[config.mk]
export PLATFORM = sky130hd
export DESIGN_NAME = cpu_load_window_averager_unit
export DESIGN_NICKNAME = d
export VERILOG_FILES = /design/src/design/clwa_pkg.sv /design/src/design/clwa_divider.sv /design/src/design/clwa_history.sv /design/src/design/cpu_load_window_averager_unit.sv
export VERILOG_INCLUDE_DIRS = /design/src /design/src/design
export SDC_FILE = /design/constraint.sdc
export NUM_CORES = 1
export LEC_CHECK = 0
export BUFFER_PORTS_ARGS = -buffer_cell sky130_fd_sc_hd__clkbuf_2
export CAP_MARGIN = 20
export CORE_ASPECT_RATIO = 0.7
export CORE_MARGIN = 5
export CORE_UTILIZATION = 31
export CTS_CLUSTER_SIZE = 40
export DETAILED_ROUTE_END_ITERATION = 16
export PLACE_DENSITY = 0.44
export SLEW_MARGIN = 5
export SYNTH_ARGS = -nofsm -noshare
export SYNTH_HDL_FRONTEND = slang
export SYNTH_HIERARCHICAL = 1
export SYNTH_SLANG_ARGS = --single-unit
[constraint.sdc]
create_clock -name clk -period 9.1 [get_ports clk]
set_input_delay 0.455 -clock clk [delete_from_list [all_inputs] [get_ports clk]]
set_output_delay 0.455 -clock clk [all_outputs]
set_load 0.02 [all_outputs]
[src/design/cpu_load_window_averager_unit_macros.svh]
// Assertion macros shared by the load window averager RTL.
`ifndef CPU_LOAD_WINDOW_AVERAGER_UNIT_MACROS_SVH
`define CPU_LOAD_WINDOW_AVERAGER_UNIT_MACROS_SVH
`ifndef SYNTHESIS
// Same-cycle implication, disabled during reset.
`define CLWA_ASSERT_IMP(lbl, clk, rst, a, b) \
  lbl: assert property (@(posedge clk) disable iff (rst) (a) |-> (b)) \
    else $error("clwa: implication check failed");
// Next-cycle implication, disabled during reset.
`define CLWA_ASSERT_NXT(lbl, clk, rst, a, b) \
  lbl: assert property (@(posedge clk) disable iff (rst) (a) |=> (b)) \
    else $error("clwa: next-cycle check failed");
`else
`define CLWA_ASSERT_IMP(lbl, clk, rst, a, b)
`define CLWA_ASSERT_NXT(lbl, clk, rst, a, b)
`endif
`endif

[src/design/clwa_pkg.sv]
// Types and constants of the CPU load window averager.
`default_nettype none
package clwa_pkg;

  localparam int TICK_BITS  = 40;
  localparam int TOTAL_W    = TICK_BITS + 1;
  localparam int SCALE_BITS = 14;
  localparam int HIST_DEPTH = 15;
  localparam int IDX_W      = 4;
  localparam int SUM_W      = 18;

  localparam logic [SCALE_BITS-1:0] LOAD_SCALE = 14'd10000;

  // reciprocal constants: floor(x / n) == (x * RECIP) >> SHIFT over the sum range
  localparam logic [18:0] RECIP5   = 19'd52429;
  localparam logic [18:0] RECIP10  = 19'd104858;
  localparam logic [18:0] RECIP15  = 19'd279621;
  localparam int          SHIFT5   = 18;
  localparam int          SHIFT10  = 20;
  localparam int          SHIFT15  = 22;

  localparam logic [IDX_W-1:0] SPAN5  = 4'd5;
  localparam logic [IDX_W-1:0] SPAN10 = 4'd10;
  localparam logic [IDX_W-1:0] SPAN15 = 4'd15;

  typedef struct packed {
    logic [TICK_BITS-1:0] idle_ticks;
    logic [TICK_BITS-1:0] kernel_ticks;
    logic [TICK_BITS-1:0] user_ticks;
  } sample_t;

  typedef struct packed {
    logic [13:0] load_centi;
    logic        no_time_flag;
    logic [13:0] mean5_centi;
    logic        mean5_valid;
    logic [13:0] mean10_centi;
    logic        mean10_valid;
    logic [13:0] mean15_centi;
    logic        mean15_valid;
  } result_t;

  // status of the history unit towards the sequencer
  typedef struct packed {
    logic        busy;
    logic [13:0] mean5;
    logic        mean5_valid;
    logic [13:0] mean10;
    logic        mean10_valid;
    logic [13:0] mean15;
    logic        mean15_valid;
  } hist_status_t;

  typedef enum logic [1:0] {
    S_IDLE,
    S_PREP,
    S_RUN,
    S_DONE
  } state_t;

endpackage
`default_nettype wire

[src/design/clwa_divider.sv]
// Iterative shift/subtract unit for floor(10000 * busy / total).
`default_nettype none
module clwa_divider (
  input  wire logic                         clk,
  input  wire logic                         rst,
  input  wire logic                         start,
  input  wire logic [clwa_pkg::TOTAL_W-1:0] numer,
  input  wire logic [clwa_pkg::TOTAL_W-1:0] denom,
  output logic                              busy,
  output logic [clwa_pkg::SCALE_BITS-1:0]   quot
);
  import clwa_pkg::*;

  localparam int REM_W = TOTAL_W + 1;

  logic [REM_W-1:0]      rem, rem_next, cand;
  logic [REM_W:0]        diff;
  logic [SCALE_BITS-1:0] q_next;
  logic [3:0]            bit_idx;
  logic                  add_phase;
  logic                  ge;

  // one shared subtract/compare: either doubled remainder or remainder plus numerator
  always_comb begin
    cand     = add_phase ? rem + {1'b0, numer} : {rem[REM_W-2:0], 1'b0};
    diff     = {1'b0, cand} - {2'b00, denom};
    ge       = ~diff[REM_W];
    rem_next = ge ? diff[REM_W-1:0] : cand;
    q_next   = (add_phase ? quot : {quot[SCALE_BITS-2:0], 1'b0})
               + {{(SCALE_BITS-1){1'b0}}, ge};
  end

  always_ff @(posedge clk) begin
    if (rst) begin
      busy      <= 1'b0;
      add_phase <= 1'b0;
      bit_idx   <= '0;
    end else if (start) begin
      busy      <= 1'b1;
      add_phase <= 1'b0;
      bit_idx   <= 4'(SCALE_BITS - 1);
    end else if (busy) begin
      if (!add_phase && LOAD_SCALE[bit_idx]) begin
        add_phase <= 1'b1;
      end else if (bit_idx == '0) begin
        busy      <= 1'b0;
        add_phase <= 1'b0;
      end else begin
        bit_idx   <= bit_idx - 4'd1;
        add_phase <= 1'b0;
      end
    end
  end

  always_ff @(posedge clk) begin
    if (start) begin
      rem  <= '0;
      quot <= '0;
    end else if (busy) begin
      rem  <= rem_next;
      quot <= q_next;
    end
  end

endmodule
`default_nettype wire

[src/design/clwa_history.sv]
// Fifteen-entry load history with sequential window sums and means.
`default_nettype none
module clwa_history (
  input  wire logic                          clk,
  input  wire logic                          rst,
  input  wire logic                          start,
  input  wire logic                          wr_en,
  input  wire logic [clwa_pkg::SCALE_BITS-1:0] wr_data,
  output clwa_pkg::hist_status_t             status
);
  import clwa_pkg::*;

  logic [SCALE_BITS-1:0] hist [HIST_DEPTH];
  logic [IDX_W-1:0]      wr_pos, items_seen, rd_idx;
  logic [4:0]            k;
  logic [4:0]            rd_sum;
  logic                  run;
  logic [SUM_W-1:0]      acc;
  logic [18:0]           recip;
  logic [SUM_W+18:0]     prod;
  logic [SCALE_BITS-1:0] mean5, mean10, mean15, mean_val;

  // slot of the k-th newest stored load
  always_comb begin
    rd_sum = {1'b0, wr_pos} + 5'(HIST_DEPTH) - k;
    rd_idx = (rd_sum >= 5'(HIST_DEPTH)) ? rd_sum[IDX_W-1:0] - 4'(HIST_DEPTH)
                                        : rd_sum[IDX_W-1:0];
  end

  // one multiplier, reused for the three window lengths
  always_comb begin
    case (k)
      5'd6:    recip = RECIP5;
      5'd11:   recip = RECIP10;
      default: recip = RECIP15;
    endcase
    prod = acc * recip;
    case (k)
      5'd6:    mean_val = prod[SHIFT5 +: SCALE_BITS];
      5'd11:   mean_val = prod[SHIFT10 +: SCALE_BITS];
      default: mean_val = prod[SHIFT15 +: SCALE_BITS];
    endcase
  end

  always_ff @(posedge clk) begin
    if (rst) begin
      run <= 1'b0;
      k   <= '0;
    end else if (start) begin
      run <= 1'b1;
      k   <= 5'd1;
    end else if (run) begin
      if (k == 5'd16) run <= 1'b0;
      k <= k + 5'd1;
    end
  end

  always_ff @(posedge clk) begin
    if (start) begin
      acc <= '0;
    end else if (run) begin
      if (k <= 5'(HIST_DEPTH)) acc <= acc + {4'b0000, hist[rd_idx]};
      if (k == 5'd6)  mean5  <= mean_val;
      if (k == 5'd11) mean10 <= mean_val;
      if (k == 5'd16) mean15 <= mean_val;
    end
  end

  always_ff @(posedge clk) begin
    if (wr_en) hist[wr_pos] <= wr_data;
  end

  always_ff @(posedge clk) begin
    if (rst) begin
      wr_pos     <= '0;
      items_seen <= '0;
    end else if (wr_en) begin
      wr_pos <= (wr_pos == 4'(HIST_DEPTH - 1)) ? '0 : wr_pos + 4'd1;
      if (items_seen != 4'(HIST_DEPTH)) items_seen <= items_seen + 4'd1;
    end
  end

  always_comb begin
    status.busy         = run;
    status.mean5_valid  = items_seen >= SPAN5;
    status.mean10_valid = items_seen >= SPAN10;
    status.mean15_valid = items_seen >= SPAN15;
    status.mean5        = status.mean5_valid  ? mean5  : '0;
    status.mean10       = status.mean10_valid ? mean10 : '0;
    status.mean15       = status.mean15_valid ? mean15 : '0;
  end

endmodule
`default_nettype wire

[src/design/cpu_load_window_averager_unit.sv]
// Top level of the CPU load window averager: sequencer and result register.
//
// Each sample beat carries one interval's idle, kernel and user tick deltas
// (kernel already includes idle). The result beat gives the busy share
// floor(10000 * (kernel + user - idle) / (kernel + user)) in hundredths of a
// percent, with no_time_flag set and load 0 when kernel + user is zero, and
// load 0 when idle exceeds the total. Alongside it come the truncated means of
// the previous 5, 10 and 15 loads (the current one excluded); each mean field
// is 0 until its valid bit shows that enough earlier loads are stored. One
// sample is processed at a time: the next is taken only after the previous
// result has gone into the result register. Most of the work is done by the
// divider's shared subtract/compare loop, with 14 doubling steps plus 5 add
// steps, one per cycle, for the set bits of 10000. Operand set-up and
// divider start come before it; hand-over to the done state and the result
// register load come after it. The window sums run in parallel on one adder
// and one reciprocal multiplier. The result register decouples the two
// sides, so the next sample is taken while a finished result still waits.
// History contents are undefined after reset but never reach an output
// before being written.
`default_nettype none
`include "cpu_load_window_averager_unit_macros.svh"
module cpu_load_window_averager_unit (
  input  wire logic              clk,
  input  wire logic              rst,
  input  wire logic              sample_valid,
  output logic                   sample_ready,
  input  wire clwa_pkg::sample_t sample,
  output logic                   result_valid,
  input  wire logic              result_ready,
  output clwa_pkg::result_t      result
);
  import clwa_pkg::*;

  state_t state, state_next;

  logic [TOTAL_W-1:0]    total_r, busy_r;
  logic [TICK_BITS-1:0]  idle_r;
  logic [TOTAL_W:0]      busy_diff;
  logic                  no_time_r, zero_load_r;
  logic                  accept, prep, deliver;
  logic                  prep_q;
  logic                  div_busy;
  logic [SCALE_BITS-1:0] quot, load_val;
  hist_status_t          hist_st;

  assign sample_ready = (state == S_IDLE);
  assign accept       = sample_valid && sample_ready;
  assign prep         = (state == S_PREP);
  // result register free, or emptied at this very edge
  assign deliver      = (state == S_DONE) && (!result_valid || result_ready);

  always_ff @(posedge clk) begin
    if (rst) state <= S_IDLE;
    else     state <= state_next;
  end

  always_comb begin
    state_next = state;
    case (state)
      S_IDLE:  if (accept) state_next = S_PREP;
      S_PREP:  state_next = S_RUN;
      S_RUN:   if (!div_busy && !hist_st.busy) state_next = S_DONE;
      S_DONE:  if (deliver) state_next = S_IDLE;
      default: state_next = S_IDLE;
    endcase
  end

  // total keeps its carry bit; busy = total - idle, borrow flags idle above total
  assign busy_diff = {1'b0, total_r} - {2'b00, idle_r};

  always_ff @(posedge clk) begin
    if (accept) begin
      total_r <= {1'b0, sample.kernel_ticks} + {1'b0, sample.user_ticks};
      idle_r  <= sample.idle_ticks;
    end
    if (prep) begin
      busy_r      <= busy_diff[TOTAL_W-1:0];
      no_time_r   <= (total_r == '0);
      zero_load_r <= (total_r == '0) || busy_diff[TOTAL_W];
    end
  end

  // divider starts in the cycle after set-up, once busy_r is loaded
  always_ff @(posedge clk) begin
    if (rst) prep_q <= 1'b0;
    else     prep_q <= prep;
  end

  clwa_divider u_div (
    .clk   (clk),
    .rst   (rst),
    .start (prep_q),
    .numer (busy_r),
    .denom (total_r),
    .busy  (div_busy),
    .quot  (quot)
  );

  clwa_history u_hist (
    .clk     (clk),
    .rst     (rst),
    .start   (prep),
    .wr_en   (deliver),
    .wr_data (load_val),
    .status  (hist_st)
  );

  always_comb begin
    if (zero_load_r)             load_val = '0;
    else if (quot > LOAD_SCALE)  load_val = LOAD_SCALE;
    else                         load_val = quot;
  end

  always_ff @(posedge clk) begin
    if (rst)               result_valid <= 1'b0;
    else if (deliver)      result_valid <= 1'b1;
    else if (result_ready) result_valid <= 1'b0;
  end

  always_ff @(posedge clk) begin
    if (deliver) begin
      result.load_centi   <= load_val;
      result.no_time_flag <= no_time_r;
      result.mean5_centi  <= hist_st.mean5;
      result.mean5_valid  <= hist_st.mean5_valid;
      result.mean10_centi <= hist_st.mean10;
      result.mean10_valid <= hist_st.mean10_valid;
      result.mean15_centi <= hist_st.mean15;
      result.mean15_valid <= hist_st.mean15_valid;
    end
  end

  `CLWA_ASSERT_IMP(a_no_time_zero, clk, rst, result_valid && result.no_time_flag, result.load_centi == '0)
  `CLWA_ASSERT_IMP(a_load_range, clk, rst, result_valid, result.load_centi <= LOAD_SCALE)
  `CLWA_ASSERT_IMP(a_valid_nest, clk, rst, result_valid && result.mean15_valid, result.mean10_valid && result.mean5_valid)
  `CLWA_ASSERT_IMP(a_done_quiet, clk, rst, state == S_DONE, !div_busy && !hist_st.busy)
  `CLWA_ASSERT_NXT(a_div_starts, clk, rst, prep_q, div_busy)

endmodule
`default_nettype wire

==> results.yml <==
flow_run:
  cap_viol_max_count: 0
sta:
  drv_slew: 0
  fin_tns_setup_ns: 0
  timing.final.crit_share_pct: 89.7
  hold_violations: 0
  tightest_slew_ns: 1.18
  slew_headroom_pct: 20.7
  layout_setup_ws_ns: 0.936
  grt_setup_unrepaired: "false"
  clock_skew_ns: 0.0479
  fmax_ghz: 0.122
  finalSetupViolCount: 0
  period_needed_ns: 8.16
synthesis:
  syn_nets: 4324
  netlist.area_leader.share_pct: 34.1
  synth_area_sq_um: 38400
  async_flop_share_pct: 0
  ys_top_cells_by_area: "edfxtp_1 34%, ha_1 11%, fa_1 8.2%"
  synth_edf_count: 436
  ys_seq_area_share_pct: 39.2
  syn_inst: 3720
  synth_top_area_cell: "edfxtp_1"
  synth_seq_cells: 534
  yosysMostFrequentCell: "edfxtp_1"
  syn_area_per_cell_sq_um: 10.3
  synth_common_cells: "436 x edfxtp_1, 409 x inv_1, 323 x ha_1"
  ys_types: 111
  yosys_warnings: 6
  synth_flop_cell: "edfxtp_1"
power:
  p_per_area_nw_per_um2: 334
  cellLeakagePower_nw: 18.2
  ir_drop_mv: 0.214
cts:
  clk_latency_ns: 0.68
  cts_setup_buffers: 0
  cts_buffers: 61
  cts_tree: "yes"
  path_clk_slew_ns: 0.06
  htreeDepth: 2
  max-clock-path-buffers: 3
  cts_root_buffer: "clkbuf_16"
  cts.sinks: 534
  hold_buffers: 40
  cts.repair.resized: 0
placed_design:
  dp_slack_ns: 1.04
  gp_congestion: 0.854
  numPortBuffers: 185
  dp_hpwl_um: 86400
setup_path:
  arrival_ns: 8.46
  crit_type: "reg -> reg"
  worst-path-max-fanout: 17
  rr_worst_depth: 22
  endpoint_kind: "flop"
  cp-start-kind: "flop"
  cp.required_ns: 9.39
drt:
  wl_per_cell_um: 20.4
  drt_iter0_markers: 2058
  drt_first_pass_iters: 5
  vias: 28300
  wl_um: 115000
  drc_errors: 0
  drtAntennaViolNets: 0
  via_per_inst: 5.04
floorplanning:
  fp.coreArea_sq_um: 124000
  start_util_pct: 31.1
  io_pins: 186
  dieArea_sq_um: 131000
  die_x_um: 431
  rows: 108
  die_h_um: 305
global_routing:
  grt_pass1_wl_um: 176000
  grt_max_degree: 85
  first_global_vias: 27900
  grt.overflow.total: 0
  antenna_found_initial: 0
  grt_use_total_pct: 17.2
worst_hold_path:
  hold_depth: 4
  hold_path_class: "in -> reg"
finish:
  syn_to_final_growth_pct: 13.5
  finish.net_count: 4523
  drive_above_1_share_pct: 12.0
  final_core_util_pct: 35.3
outcome:
  status: "completed"
-- cell families (layout without fill, tap and decap cells) --
| kind of cell | after synthesis | in the layout | share of synthesized area, % |
|---|---|---|---|
| DFF | 534 | 534 | 39.2 |
| other | 2 | 3 | 0.0195 |
| adders and majority gates | 480 | 480 | 18.7 |
| and+or+nand+nor | 970 | 970 | 12.1 |
| buffers and inverters | 541 | 793 | 5.70 |
| AOI/OAI and AO/OA | 871 | 871 | 15.5 |
| xor gates and xnor gates | 188 | 188 | 4.28 |
| muxes | 134 | 134 | 4.56 |
-- critical path, stage by stage (launching register included) --
cell and delay, ns:
dfxtp_1 0.49, ha_1 0.23, nand2_1 0.10, or3_1 0.34, nand2_1 0.51, nand2_1 0.16
fa_1 0.53, fa_1 0.63, inv_1 0.12, fa_1 0.57, fa_1 0.45, fa_1 0.55
inv_1 0.05, fa_1 0.52, inv_1 0.04, ha_1 0.33, nand4_1 0.13, or4_1 0.50
a211oi_2 0.49, o21ai_1 0.19, o2111ai_1 0.21, a21boi_1 0.31, o221ai_1 0.33
-- where the power goes --
group	switching (W)	leakage (nW)	internal, W
clock network	0.00110	1.01	0.00144
registers	0.000311	4.86	0.00314
logic	0.00534	12.3	0.00325
total	0.00675	18.2	0.00783
-- layer usage --
metal  up-vias  GRT usage, %  part of all wire (%)
met5         -             0                     0
met4         0          2.28                   1.1
met3        85          3.48                   6.0
met2       609          23.5                    39
met1     13800          28.0                    54
li1      13800             -                     -
-- worst paths after layout --
kind / start / endpoint / slack [ns]
setup / recovery: u_hist/k[1]$_SDFFE_PP0P_ / u_hist/mean5[13]$_DFFE_PP_ / 0.94
hold / removal: result_ready / result_valid$_SDFFE_PP0P_ / 0.11
setup reg to reg: u_hist/k[1]$_SDFFE_PP0P_ / u_hist/mean5[13]$_DFFE_PP_ / 0.94
hold reg to reg: no_time_r$_DFFE_PP_ / result[45]$_DFFE_PP_ / 0.43
-- layout make-up --
cell class / count / area, sq um
fillers: 12500 / 79900
multi-input cells: 2645 / 21300
clock inverters: 49 / 499
clock buffers: 67 / 1550
repair buffers: 266 / 1640
well taps: 1650 / 2060
flip-flops and latches: 534 / 15100
diodes: 1 / 2.50
inverters: 411 / 1540
-- stage by stage --
step | hold slack [ns] | cell area (sq um) | std cells | power [W]
floorplan | 0.400 | 38400 | 3720 | 0.00968
global placement | 0.414 | 41200 | 5464 | 0.0121
detailed placement | 0.430 | 41200 | 5465 | 0.0120
global route | 0.103 | 43600 | 5622 | 0.0158
CTS | 0.0607 | 43600 | 5621 | 0.0147
finish | 0.110 | 43600 | 5623 | 0.0146
-- sequential cells by signal, summed over array words and instances, names as in the netlist, 5 cells and up --
name	flops
result	60
u_div/quot	14
u_hist/hist	210
u_hist/acc	18
busy_r	41
total_r	41
u_hist/mean15	14
idle_r	40
u_hist/mean5	14
u_div/rem	42
u_hist/k	5
u_hist/mean10	14
-- layout by cell type, fill, tap and decap left out, types with 20 or more instances in the layout --
cell type and n:
a211oi_1 29, a21o_1 84, a21oi_1 237, a31oi_1 43, and2_1 83, and3_1 39
buf_4 39, clkbuf_16 61, clkbuf_2 186, dfxtp_1 95, dlygate4sd3_1 40, edfxtp_1 436
fa_1 157, ha_1 322, inv_1 409, mux2_2 38, mux2i_1 67, mux4_2 29
nand2_1 275, nand2b_1 35, nand3_1 58, nand4_1 39, nor2_1 252, nor2b_1 36
nor3_1 56, nor4_1 20, o211ai_1 23, o21a_1 36, o21ai_0 151, o21bai_1 29
o22ai_1 20, xnor2_1 119, xor2_1 69
Note: power is estimated with default switching activity, not from simulation.
